File: src/rtl/core/ist_pkg.sv
// ---------------------------------------------------------------------------
// Insertion sort trace package
// Shared widths, defaults, operation codes and sequencer states.
// ---------------------------------------------------------------------------
package ist_pkg;

  // Default values for the top-level parameters.
  localparam int MAX_ELEMENTS_DEF = 32;
  localparam int VALUE_WIDTH_DEF  = 16;

  // Fixed widths of the channel fields.
  localparam int IN_VALUE_WIDTH = 16;
  localparam int INDEX_WIDTH    = 5;

  // Operation codes carried in op_kind.
  localparam logic OP_COMPARE = 1'b0;
  localparam logic OP_SWAP    = 1'b1;

  // Sequencer states, one-hot.
  typedef enum logic [3:0] {
    S_IDLE = 4'b0001,
    S_CMP  = 4'b0010,
    S_SWAP = 4'b0100,
    S_FILL = 4'b1000
  } state_t;

endpackage

File: src/rtl/core/ist_if.sv
// ---------------------------------------------------------------------------
// Insertion sort trace channels
// Valid/ready channels for input elements and for trace records.
// ---------------------------------------------------------------------------
interface ist_in_if import ist_pkg::*; ();
  logic                      valid;
  logic                      ready;
  logic                      start_req;
  logic [IN_VALUE_WIDTH-1:0] value;

  modport source (output valid, output start_req, output value, input ready);
  modport sink   (input valid, input start_req, input value, output ready);
endinterface

interface ist_out_if import ist_pkg::*; ();
  logic                   valid;
  logic                   ready;
  logic                   op_kind;
  logic [INDEX_WIDTH-1:0] index_a;
  logic [INDEX_WIDTH-1:0] index_b;
  logic                   last;

  modport source (output valid, output op_kind, output index_a, output index_b,
                  output last, input ready);
  modport sink   (input valid, input op_kind, input index_a, input index_b,
                  input last, output ready);
endinterface

File: src/rtl/core/ist_ram.sv
// ---------------------------------------------------------------------------
// Generic simple dual-port RAM
// One write port and one read port with registered read data.
// ---------------------------------------------------------------------------
module ist_ram #(
  parameter int WIDTH = 16,
  parameter int DEPTH = 32
) (
  input  logic                     clk,
  input  logic                     wr_en,
  input  logic [$clog2(DEPTH)-1:0] wr_addr,
  input  logic [WIDTH-1:0]         wr_data,
  input  logic [$clog2(DEPTH)-1:0] rd_addr,
  output logic [WIDTH-1:0]         rd_data
);

  logic [WIDTH-1:0] mem [DEPTH];

  always_ff @(posedge clk) begin
    if (wr_en) begin
      mem[wr_addr] <= wr_data;
    end
    rd_data <= mem[rd_addr];
  end

endmodule

File: src/rtl/core/insertion_sort_trace_unit.sv
// ---------------------------------------------------------------------------
// Insertion sort trace unit
// Online insertion sort that emits its compare and swap trace as records.
// ---------------------------------------------------------------------------
// Each element beat on the items channel is inserted into a sorted store, and
// the unit emits the compare and swap operations of a textbook insertion sort
// as records on the records channel, with last set on the final record of the
// element. A beat with start_req set begins a new array. The first element of
// an array produces no record, and elements that arrive once the store holds
// MAX_ELEMENTS entries are dropped silently. The unit takes one element at a
// time: items.ready is low while an insertion is under way. An element walks
// through a compare step and a swap step for each stored entry that it
// shifts, at most MAX_ELEMENTS-1 of them, and stops on a compare with an entry
// that is not greater or, after the swap at position 0, on a fill step. A
// first or dropped element is taken without a walk. The pace is set by the
// single store read port with its registered read and the one shared
// comparator, which alternate between a compare step and a swap step, and a
// walk stalls while the record register is held by a low records.ready.
// ---------------------------------------------------------------------------
module insertion_sort_trace_unit import ist_pkg::*; #(
  parameter int MAX_ELEMENTS = MAX_ELEMENTS_DEF,
  parameter int VALUE_WIDTH  = VALUE_WIDTH_DEF
) (
  input  logic       clk,
  input  logic       rst,
  ist_in_if.sink     items,
  ist_out_if.source  records
);

  localparam int IDX_W = $clog2(MAX_ELEMENTS);
  localparam int CNT_W = $clog2(MAX_ELEMENTS + 1);

  // Sequencer and element state.
  state_t                 state;
  logic [CNT_W-1:0]       count;      // elements held; during a walk, the new index i
  logic [IDX_W-1:0]       j;          // stored entry under comparison
  logic [VALUE_WIDTH-1:0] cur;        // element being inserted
  logic [VALUE_WIDTH-1:0] shift_val;  // entry moving up one place

  // Output record register.
  logic                   rec_valid;
  logic                   rec_kind;
  logic [INDEX_WIDTH-1:0] rec_a;
  logic [INDEX_WIDTH-1:0] rec_b;
  logic                   rec_last;

  // Store port signals.
  logic                   wr_en;
  logic [IDX_W-1:0]       wr_addr;
  logic [VALUE_WIDTH-1:0] wr_data;
  logic [IDX_W-1:0]       rd_addr;
  logic [VALUE_WIDTH-1:0] rd_data;

  logic                   accept;
  logic                   slot_free;
  logic                   rec_load;
  logic                   greater;
  logic [CNT_W-1:0]       count_eff;
  logic [VALUE_WIDTH-1:0] in_value;

  assign items.ready = (state == S_IDLE);
  assign accept      = items.valid && items.ready;

  // The record register can take a new record when it is empty or its
  // current record leaves on this edge.
  assign slot_free = !rec_valid || records.ready;

  // A compare or swap step loads a record whenever the register has room.
  assign rec_load = slot_free && (state == S_CMP || state == S_SWAP);

  // A start request clears the count before the element is looked at.
  assign count_eff = items.start_req ? '0 : count;
  assign in_value  = VALUE_WIDTH'(items.value);

  // The one shared comparator: the stored entry read last cycle against the
  // new element. Equal values do not shift, which keeps the sort stable.
  assign greater = rd_data > cur;

  // Read address. In the compare state the address is held so that the read
  // data stay valid through a stall; the idle and swap states look one step ahead.
  always_comb begin
    unique case (state)
      S_IDLE:  rd_addr = IDX_W'(count_eff - CNT_W'(1));
      S_SWAP:  rd_addr = j - IDX_W'(1);
      default: rd_addr = j;
    endcase
  end

  // Write port: the first element, an entry moving up, or the new element
  // dropping into its final place.
  always_comb begin
    wr_en   = 1'b0;
    wr_addr = j + IDX_W'(1);
    wr_data = cur;
    unique case (state)
      S_IDLE: begin
        if (accept && count_eff == '0) begin
          wr_en   = 1'b1;
          wr_addr = '0;
          wr_data = in_value;
        end
      end
      S_CMP: begin
        wr_en = slot_free && !greater;
      end
      S_SWAP: begin
        wr_en   = slot_free;
        wr_data = shift_val;
      end
      S_FILL: begin
        wr_en   = 1'b1;
        wr_addr = '0;
      end
      default: begin
        wr_en = 1'b0;
      end
    endcase
  end

  ist_ram #(
    .WIDTH (VALUE_WIDTH),
    .DEPTH (MAX_ELEMENTS)
  ) u_store (
    .clk     (clk),
    .wr_en   (wr_en),
    .wr_addr (wr_addr),
    .wr_data (wr_data),
    .rd_addr (rd_addr),
    .rd_data (rd_data)
  );

  // Sequencer. A compare step emits compare (j, i); if the stored entry is
  // greater, the swap step emits swap (j, j+1), moves the entry up and steps
  // j down. The walk ends on the first entry that is not greater, or after
  // the swap at position 0, where the fill step places the new element.
  always_ff @(posedge clk) begin
    if (rst) begin
      state     <= S_IDLE;
      count     <= '0;
      j         <= '0;
      rec_valid <= 1'b0;
    end else begin
      if (rec_load) begin
        rec_valid <= 1'b1;
      end else if (records.ready) begin
        rec_valid <= 1'b0;
      end

      unique case (state)
        S_IDLE: begin
          if (accept) begin
            if (count_eff >= CNT_W'(MAX_ELEMENTS)) begin
              count <= count_eff;
            end else if (count_eff == '0) begin
              count <= CNT_W'(1);
            end else begin
              count <= count_eff;
              j     <= IDX_W'(count_eff - CNT_W'(1));
              state <= S_CMP;
            end
          end
        end

        S_CMP: begin
          if (slot_free) begin
            if (greater) begin
              state <= S_SWAP;
            end else begin
              count <= count + CNT_W'(1);
              state <= S_IDLE;
            end
          end
        end

        S_SWAP: begin
          if (slot_free) begin
            if (j == '0) begin
              state <= S_FILL;
            end else begin
              j     <= j - IDX_W'(1);
              state <= S_CMP;
            end
          end
        end

        S_FILL: begin
          count <= count + CNT_W'(1);
          state <= S_IDLE;
        end

        default: begin
          state <= S_IDLE;
        end
      endcase
    end
  end

  // Element and record payload registers; these need no reset.
  always_ff @(posedge clk) begin
    if (accept) begin
      cur <= in_value;
    end
    if (state == S_CMP && slot_free) begin
      shift_val <= rd_data;
      rec_kind  <= OP_COMPARE;
      rec_a     <= INDEX_WIDTH'(j);
      rec_b     <= INDEX_WIDTH'(count);
      rec_last  <= !greater;
    end else if (state == S_SWAP && slot_free) begin
      rec_kind  <= OP_SWAP;
      rec_a     <= INDEX_WIDTH'(j);
      rec_b     <= INDEX_WIDTH'(j) + INDEX_WIDTH'(1);
      rec_last  <= (j == '0);
    end
  end

  assign records.valid   = rec_valid;
  assign records.op_kind = rec_kind;
  assign records.index_a = rec_a;
  assign records.index_b = rec_b;
  assign records.last    = rec_last;

endmodule

File: src/flat_wrapper.sv
// flat-port wrapper written by rule: the top's interface ports become plain ports
module insertion_sort_trace_unit_flat import ist_pkg::*;
#(
  parameter int MAX_ELEMENTS = MAX_ELEMENTS_DEF,
  parameter int VALUE_WIDTH  = VALUE_WIDTH_DEF
)
  (clk, rst, items_valid, items_start_req, items_value, items_ready, records_valid, records_op_kind, records_index_a, records_index_b, records_last, records_ready);
  ist_in_if items_i ();
  ist_out_if records_i ();
  input  logic clk;
  input  logic rst;
  input wire logic [$bits(items_i.valid)-1:0] items_valid;
  input wire logic [$bits(items_i.start_req)-1:0] items_start_req;
  input wire logic [$bits(items_i.value)-1:0] items_value;
  output wire logic [$bits(items_i.ready)-1:0] items_ready;
  output wire logic [$bits(records_i.valid)-1:0] records_valid;
  output wire logic [$bits(records_i.op_kind)-1:0] records_op_kind;
  output wire logic [$bits(records_i.index_a)-1:0] records_index_a;
  output wire logic [$bits(records_i.index_b)-1:0] records_index_b;
  output wire logic [$bits(records_i.last)-1:0] records_last;
  input wire logic [$bits(records_i.ready)-1:0] records_ready;
  assign items_i.valid = items_valid;
  assign items_i.start_req = items_start_req;
  assign items_i.value = items_value;
  assign items_ready = items_i.ready;
  assign records_valid = records_i.valid;
  assign records_op_kind = records_i.op_kind;
  assign records_index_a = records_i.index_a;
  assign records_index_b = records_i.index_b;
  assign records_last = records_i.last;
  assign records_i.ready = records_ready;
  insertion_sort_trace_unit #(.MAX_ELEMENTS(MAX_ELEMENTS), .VALUE_WIDTH(VALUE_WIDTH)) u_core (.clk(clk), .rst(rst), .items(items_i), .records(records_i));
endmodule
File: config.mk
export PLATFORM = sky130hd
export DESIGN_NAME = insertion_sort_trace_unit_flat
export DESIGN_NICKNAME = d
export VERILOG_FILES = /design/src/rtl/core/ist_pkg.sv /design/src/rtl/core/ist_if.sv /design/src/rtl/core/ist_ram.sv /design/src/rtl/core/insertion_sort_trace_unit.sv /design/src/flat_wrapper.sv
export SDC_FILE = /design/constraint.sdc
export NUM_CORES = 1
export LEC_CHECK = 0
export ABC_AREA = 1
export BUFFER_PORTS_ARGS = -buffer_cell sky130_fd_sc_hd__clkbuf_2
export CAP_MARGIN = 20
export CELL_PAD_IN_SITES_DETAIL_PLACEMENT = 2
export CELL_PAD_IN_SITES_GLOBAL_PLACEMENT = 2
export CORE_UTILIZATION = 35
export DETAILED_ROUTE_END_ITERATION = 10
export GPL_TIMING_DRIVEN = 0
export PLACE_DENSITY = 0.69
export SETUP_SLACK_MARGIN = 0.5
export SLEW_MARGIN = 20
export SYNTH_ARGS = -nofsm -noshare
export SYNTH_HDL_FRONTEND = slang
export SYNTH_SLANG_ARGS = --single-unit
export TNS_END_PERCENT = 20
File: constraint.sdc
create_clock -name clk -period 4.45 [get_ports clk]
set_input_delay 0.6675 -clock clk [delete_from_list [all_inputs] [get_ports clk]]
set_output_delay 0.6675 -clock clk [all_outputs]
set_load 0.05 [all_outputs]
==> results of run 1 <==
-- kinds of logic (layout without fill, tap and decap cells) --
family / Yosys count / after routing / synth area share (%)
AO/OA/AOI/OAI: 91 / 91 / 2.053
AND/OR/NAND/NOR: 1375 / 1375 / 23.31
XOR/XNOR: 8 / 8 / 0.2667
flip-flops: 588 / 588 / 65.95
buffers and inverters: 447 / 708 / 7.425
adder cells (fa/ha/maj): 20 / 20 / 0.9525
multiplexers: 1 / 1 / 0.03810
-- Yosys cell counts, types with 2 or more instances --
library cell	count	share of area, %
sky130_fd_sc_hd__nand3_2	3	0.11
sky130_fd_sc_hd__nand3b_1	49	1.4
sky130_fd_sc_hd__buf_6	15	0.64
sky130_fd_sc_hd__nand2_1	660	9.4
sky130_fd_sc_hd__buf_1	9	0.13
sky130_fd_sc_hd__nor2_1	80	1.1
sky130_fd_sc_hd__nand4_1	4	0.095
sky130_fd_sc_hd__edfxtp_1	555	63
sky130_fd_sc_hd__inv_1	291	4.2
sky130_fd_sc_hd__nor2_2	3	0.071
sky130_fd_sc_hd__o21ai_0	39	0.74
sky130_fd_sc_hd__buf_4	15	0.43
sky130_fd_sc_hd__inv_2	9	0.13
sky130_fd_sc_hd__xor2_1	7	0.23
sky130_fd_sc_hd__clkbuf_1	25	0.36
sky130_fd_sc_hd__nor3_1	3	0.057
sky130_fd_sc_hd__o211ai_2	2	0.095
sky130_fd_sc_hd__o31ai_1	2	0.057
sky130_fd_sc_hd__o211ai_1	17	0.49
sky130_fd_sc_hd__dfxtp_1	33	2.5
sky130_fd_sc_hd__buf_2	83	1.6
sky130_fd_sc_hd__nand3_1	562	11
sky130_fd_sc_hd__nand2_2	7	0.17
sky130_fd_sc_hd__ha_1	20	0.95
sky130_fd_sc_hd__a21oi_1	28	0.53
-- final timing paths --
kind,endpoint,slack [ns],from,cells past startpoint
min reg2reg,u_core.shift_val[0],0.44,u_core.u_store.rd_data[0],0
min,u_core.cur[12],0.23,items_value[12],1
max reg2reg,u_core.u_store.mem[5][2],0.62,u_core.state[3],10
max,u_core.u_store.mem[5][2],0.62,u_core.state[3],10
-- cells in the final DEF, fill, tap and decap left out, types with 4 or more instances in the layout --
cell type                     n
sky130_fd_sc_hd__o211ai_1    17
sky130_fd_sc_hd__buf_4       89
sky130_fd_sc_hd__nand3b_1    49
sky130_fd_sc_hd__a21oi_1     28
sky130_fd_sc_hd__nand3_1    562
sky130_fd_sc_hd__nor2_2      34
sky130_fd_sc_hd__xor2_1       7
sky130_fd_sc_hd__o21ai_0     39
sky130_fd_sc_hd__nand2_1    660
sky130_fd_sc_hd__clkbuf_2    35
sky130_fd_sc_hd__bufinv_16    7
sky130_fd_sc_hd__buf_6       34
sky130_fd_sc_hd__clkinv_2    14
sky130_fd_sc_hd__nor2_1      47
sky130_fd_sc_hd__nand2_2      7
sky130_fd_sc_hd__buf_2       83
sky130_fd_sc_hd__inv_1      291
sky130_fd_sc_hd__clkbuf_1    34
sky130_fd_sc_hd__nand4_1      4
sky130_fd_sc_hd__clkbuf_16   73
sky130_fd_sc_hd__dfxtp_1     33
sky130_fd_sc_hd__ha_1        20
sky130_fd_sc_hd__inv_2        9
sky130_fd_sc_hd__buf_8        9
sky130_fd_sc_hd__edfxtp_1   555
sky130_fd_sc_hd__buf_1        9
sky130_fd_sc_hd__clkinv_1    15
-- through the flow --
stage	setup WS [ns]	hold WS [ns]	instance area (µm²)
2_1_floorplan	1.108	0.4064	26270
3_3_place_gp	-1.766	0.4237	27650
3_5_place_dp	0.2444	0.4345	28650
4_1_cts	0.5693	0.2087	30920
5_1_grt	0.4775	0.2252	30920
6_report	0.6210	0.2315	30920
-- what timing repair did --
item / in CTS / in global routing
endpoints found under the setup margin: 0 / 48
buffers inserted: 0 / 0
hold buffers: 0 / 0
-- sequential cells by signal (all words and copies together), names as in the netlist --
name,count
u_core.records.index_a,5
u_core.u_store.rd_data,16
u_core.records.last,1
u_core.cur,16
u_core.shift_val,16
u_core.records.valid,1
u_core.u_store.mem,512
u_core.state,4
u_core.count,6
u_core.j,5
u_core.records.op_kind,1
u_core.records.index_b,5
-- layer usage --
metal,wire [µm],global-route usage (%)
met1,43940,35.30
met5,13,0
met2,48930,45.00
met4,2937,8.733
met3,4361,2.645
-- critical path, stage by stage (launching register included) --
cell and delay, ns:
sky130_fd_sc_hd__dfxtp_1 0.34, sky130_fd_sc_hd__nor2_2 0.21, sky130_fd_sc_hd__nand2_2 0.14, sky130_fd_sc_hd__buf_2 0.23, sky130_fd_sc_hd__nor2_2 0.46, sky130_fd_sc_hd__nand2_1 0.30, sky130_fd_sc_hd__nand2_2 0.20, sky130_fd_sc_hd__inv_2 0.08
sky130_fd_sc_hd__nand3_2 0.12, sky130_fd_sc_hd__nand2_1 0.44, sky130_fd_sc_hd__nor2_2 0.90
-- cell type report --
class,count,share of cell area (%)
Timing Repair Buffer,136,3.476
Inverter,300,3.642
Clock buffer,83,6.030
Multi-Input combinational cell,1495,22.92
Sequential cell,588,56.04
Buffer,147,2.671
Clock inverter,42,1.299
Tap cell,969,3.921
==> metrics.sh, run 1 <==
PIN_COUNT=35
POST-ROUTE-DRC-COUNT=0
WORST-ENDPOINT-REQUIRED_NS=4.67
ROUTE.DETAILED.VIAS_PER_INST=5.353
PLACEMENT_ROWS=100
GLOBAL_ROUTE_USAGE_SUM_PCT=26.44
SYNTH_CELL_TYPE_COUNT=34
MAX_SLEW.WORST_PIN.SLEW_NS=0.9263
TOTAL_NEG_SETUP_SLACK_NS=0
FINALCLOCKSKEW_NS=0.02895
CRITICAL_PATH_ARRIVAL_NS=4.05
FINALHOLDVIOLATIONS=0
DR_WL_CELL_UM=26.65
RSZ0062_AT_GRT='yes'
DIE_H_UM=276.0
INITIAL_CELL_DENSITY_OF_THE_CORE_PCT=35.35
CTS-BUFFERS-INSERTED=69
POST_SYNTH.CELL_AREA_AVG_UM2=10.38
MULTIINPUTGATEAREA_UM2=7087
POSTSYNTHNETCOUNT=2571
CRIT_FANOUT=16
FINAL_ANTENNA_NET_COUNT=0
FLOW.AREA_GROWTH_FROM_SYNTHESIS_PCT=17.69
CLK_PIN_SLEW_WORST_PATHS_NS=0.06
PORTBUFFERS=34
EDFF_COUNT_SYNTH=555
MAX-SLEW-MARGIN-REL_PCT=38.18
STATUS='complete, no violations'
POST-ROUTE-PERIOD-UTIL_PCT=86.04
FINAL-INSTANCE-COUNT-EXCL-FILL=3760
CLKSINKCOUNT=588
ANTENNA_FOUND_INITIAL=6
DRV_CAP=0
MAXIMUM_NUMBER_OF_PINS_ON_ONE_NET_BEFORE_GLOBAL_ROUTE_REPAIR=26
FMAX_MHz=261.2
GPL.FINAL_WEIGHTED_CONGESTION=0.8625
LAYOUT.AREA.SEQ_UM2=17330
SYNTH_ASYNC_SR_FLOP_SHARE_PCT=0
HORIZONTAL_EXTENT_OF_THE_DIE_UM=276.0
YS.WARNINGS.COUNT=0
MAXSLEWVIOLCOUNT=0
PATH_CLASS='reg2reg'
SYNTH.YOSYS.SEQ_AREA_SHARE_PCT=65.95
DRT-INITIAL-DRC-COUNT=1562
DETAIL_ROUTE.WIRELENGTH_UM=100200
FRACTION_OF_LAYOUT_CELLS_WITH_A_SIZE_SUFFIX_ABOVE_1_PCT=14.69
SYNTH.CELL_AREA_UM2=26270
SYNTH_TOP_FLOP_CELL='sky130_fd_sc_hd__edfxtp_1'
YS_SEQ_ELEMENTS=588
SYN_INST=2530
FINAL_NETS=2778
CTS_MAX_PATH_BUFFERS=3
ANTENNA_CELLS=0
CTS_TREE='yes'
CTS_ROOT_BUF='sky130_fd_sc_hd__clkbuf_16'
WORSTSKEWPAIRLATENCY_NS=0.63
FINAL-SETUP-VIOL-COUNT=0
ENDPOINT_KIND='flip-flop'
POSTCTSRESIZEDCELLS=0
GRT_REMAINING_OVERFLOW=0
FINAL.MIN_CLOCK_PERIOD_NS=3.829
HTREE_NUM_LEVELS=3
N_FILL_CELL=7849
POST-DP-HPWL_UM=74690
MIN-DELAY-PATH-CLASS='in2reg'
CORE_UM2=74320
POSTLAYOUTCOREUTIL_PCT=41.60
FLOORPLAN.DIE_AREA_UM2=76160
CP-START-KIND='flip-flop'
GLOBAL_ROUTE_WIRE_LENGTH_BEFORE_REPAIR_UM=145300
DRT-PASS1-ITER-COUNT=7
DETAILROUTE.VIA_COUNT=20130
FIRST_GLOBAL_VIAS=21560
POST-PLACE-CELLS=3635
Power of run 1 is not shown: default switching activity piles up to over one toggle a cycle in this logic, so the estimate is an artifact.
==> inputs of run 2 (changes only) <==
CORE_MARGIN = 5   (was not set)
SETUP_SLACK_MARGIN = 0.05   (was 0.5)
==> run 2 against run 1 <==
Setup slack worse by 0.099 ns. Die area is 5.9% higher. Worst hold slack better by 0.015 ns. Via count is 1.0% lower. Register-to-register slack worse by 0.099 ns. Sequential share of layout area hardly changed. Cell area hardly changed. Largest cell class unchanged. Highest routed layer is now met4.
==> metrics.sh, run 2 (synthesis gave the netlist of run 1 again) <==
STATUS='complete, no violations'
POSTLAYOUTCOREUTIL_PCT=41.54
CTS_POST_SETUP_BUFFERS_INSERTED=0
RRSETUPSLACK_NS=0.52
MAX_SLEW.WORST_PIN.SLEW_NS=0.9725
POST-ROUTE-DRC-COUNT=0
DESIGN_AREA_UM2=30920
CLKSINKCOUNT=588
GRT_REMAINING_OVERFLOW=0
FIRST_GLOBAL_VIAS=21750
DETAILROUTE.VIA_COUNT=19920
HORIZONTAL_EXTENT_OF_THE_DIE_UM=284.0
MIN-DELAY-PATH-CLASS='in2reg'
FLOW.AREA_GROWTH_FROM_SYNTHESIS_PCT=17.71
DRT-PASS1-ITER-COUNT=6
FINAL_NETS=2782
GLOBAL_ROUTE_WIRE_LENGTH_BEFORE_REPAIR_UM=144900
WORST-ENDPOINT-REQUIRED_NS=4.68
CRITPATHCAPTURE='u_core.u_store.mem[26][11]'
CLK_PIN_SLEW_WORST_PATHS_NS=0.06
WL_MET2_UM=47510
FINAL-INSTANCE-COUNT-EXCL-FILL=3765
PLACE_AREA_UM2=28680
GLOBAL_ROUTE_USAGE_SUM_PCT=24.01
CTS_MAX_PATH_BUFFERS=3
DETAIL_ROUTE.WIRELENGTH_UM=98330
TIMING.REG2REG.WORST_PATH_DEPTH=11
ANTENNA_FOUND_INITIAL=3
R2R_START='u_core.state[3]'
CORE_UM2=74450
POST-PLACE-CELLS=3638
MAXUSEDROUTINGLAYER='met4'
GPL.FINAL_WEIGHTED_CONGESTION=1.044
DRT-INITIAL-DRC-COUNT=1488
POST-DP-HPWL_UM=73070
ROUTEDLENGTHMET1_UM=43140
CRITICAL_PATH_ARRIVAL_NS=4.15
FLIP_FLOP_COUNT_OF_THE_LARGEST_REGISTER_AFTER_LAYOUT=512
MOST-COMMON-LAYOUT-CELLS='sky130_fd_sc_hd__nand2_1 (660), sky130_fd_sc_hd__nand3_1 (562), sky130_fd_sc_hd__edfxtp_1 (555)'
MAXIMUM_NUMBER_OF_PINS_ON_ONE_NET_BEFORE_GLOBAL_ROUTE_REPAIR=26
ROUTE.DETAILED.VIAS_PER_INST=5.291
FINAL-SETUP-VIOL-COUNT=0
ENDPOINT_KIND='flip-flop'
DRV_CAP=0
CRIT_FANOUT=16
POSTCTSRESIZEDCELLS=0
CTS_HOLD_REPAIR.BUFFERS=0
REGISTER_CONTAINING_THE_MOST_FLIP_FLOPS_IN_THE_FINAL_LAYOUT='u_core.u_store.mem'
FLOORPLAN.DIE_AREA_UM2=80640
HTREE_NUM_LEVELS=3
TIMING.CRITICAL_PATH.FROM='u_core.state[3]'
ROUTE.MET3.WL_UM=4735
CTS-BUFFERS-INSERTED=70
FINAL_COMMON_CELL='sky130_fd_sc_hd__nand2_1'
CTS_TREE='yes'
PLACEMENT_ROWS=100
ANTENNA_CELLS=0
FINALCLOCKSKEW_NS=0.02815
MAXSLEWVIOLCOUNT=0
POST-ROUTE-PERIOD-UTIL_PCT=88.27
PIN_COUNT=35
CP-START-KIND='flip-flop'
DR_WL_CELL_UM=26.12
DIE_H_UM=284.0
FMAX_MHz=254.6
RSZ0062_AT_GRT='no'
WORST_HOLD_SLACK_NS=0.2461
PATH_CLASS='reg2reg'
FINAL_ANTENNA_NET_COUNT=0
MAX-SLEW-MARGIN-REL_PCT=34.88
INITIAL_CELL_DENSITY_OF_THE_CORE_PCT=35.29
FINAL.MIN_CLOCK_PERIOD_NS=3.928
PORTBUFFERS=34
WORSTSKEWPAIRLATENCY_NS=0.63
FRACTION_OF_LAYOUT_CELLS_WITH_A_SIZE_SUFFIX_ABOVE_1_PCT=14.84
R2R_END='u_core.u_store.mem[26][11]'
CTS_ROOT_BUF='sky130_fd_sc_hd__clkbuf_16'
FINALHOLDVIOLATIONS=0
## run 2: final cells by class
class	count	area [µm²]
flip-flops and latches	588	17330
inverters	300	1126
fillers	7785	43520
plain buffers	147	825.8
well taps	969	1212
clock inverters	35	321.6
multi-input cells	1495	7082
repair buffers	139	1102
clock buffers	92	1927
## run 2: worst min-delay path by stage
stage	startpoint	endpoint	slack [ns]	cells past startpoint
detailed placement	u_core.u_store.rd_data[0]	u_core.shift_val[0]	0.43	0
global route	items_value[7]	u_core.cur[7]	0.23	1
global placement	u_core.u_store.rd_data[7]	u_core.shift_val[7]	0.42	0
floorplan	u_core.j[2]	u_core.records.index_a[2]	0.41	0
finish	items_value[7]	u_core.cur[7]	0.25	1
CTS	items_value[7]	u_core.cur[7]	0.21	1
## run 2: layer usage
layer | vias to the layer above | global-route usage (%)
met3 | 133 | 3.510
met5 | - | 0
li1 | 8989 | -
met2 | 484 | 41.05
met4 | 0 | 7.048
met1 | 10320 | 31.92
## run 2: per-stage QoR
stage	setup slack, ns	setup TNS [ns]
3_5_place_dp	0.2657	0
6_report	0.5221	0
2_1_floorplan	1.108	0
5_1_grt	0.3097	0
3_3_place_gp	-1.630	-1084.25
4_1_cts	0.4884	0
## run 2: critical path: stages, from the launching register on
cell and delay [ns]:
sky130_fd_sc_hd__dfxtp_1 0.34, sky130_fd_sc_hd__nor2_2 0.22, sky130_fd_sc_hd__nand2_2 0.15, sky130_fd_sc_hd__buf_2 0.24, sky130_fd_sc_hd__nor2_2 0.46, sky130_fd_sc_hd__buf_8 0.23, sky130_fd_sc_hd__nand2_1 0.18, sky130_fd_sc_hd__nand2_2 0.19
sky130_fd_sc_hd__inv_2 0.08, sky130_fd_sc_hd__nand3_2 0.11, sky130_fd_sc_hd__nand2_1 0.43, sky130_fd_sc_hd__nor2_2 0.88
Power of run 2 is left out for the same reason.
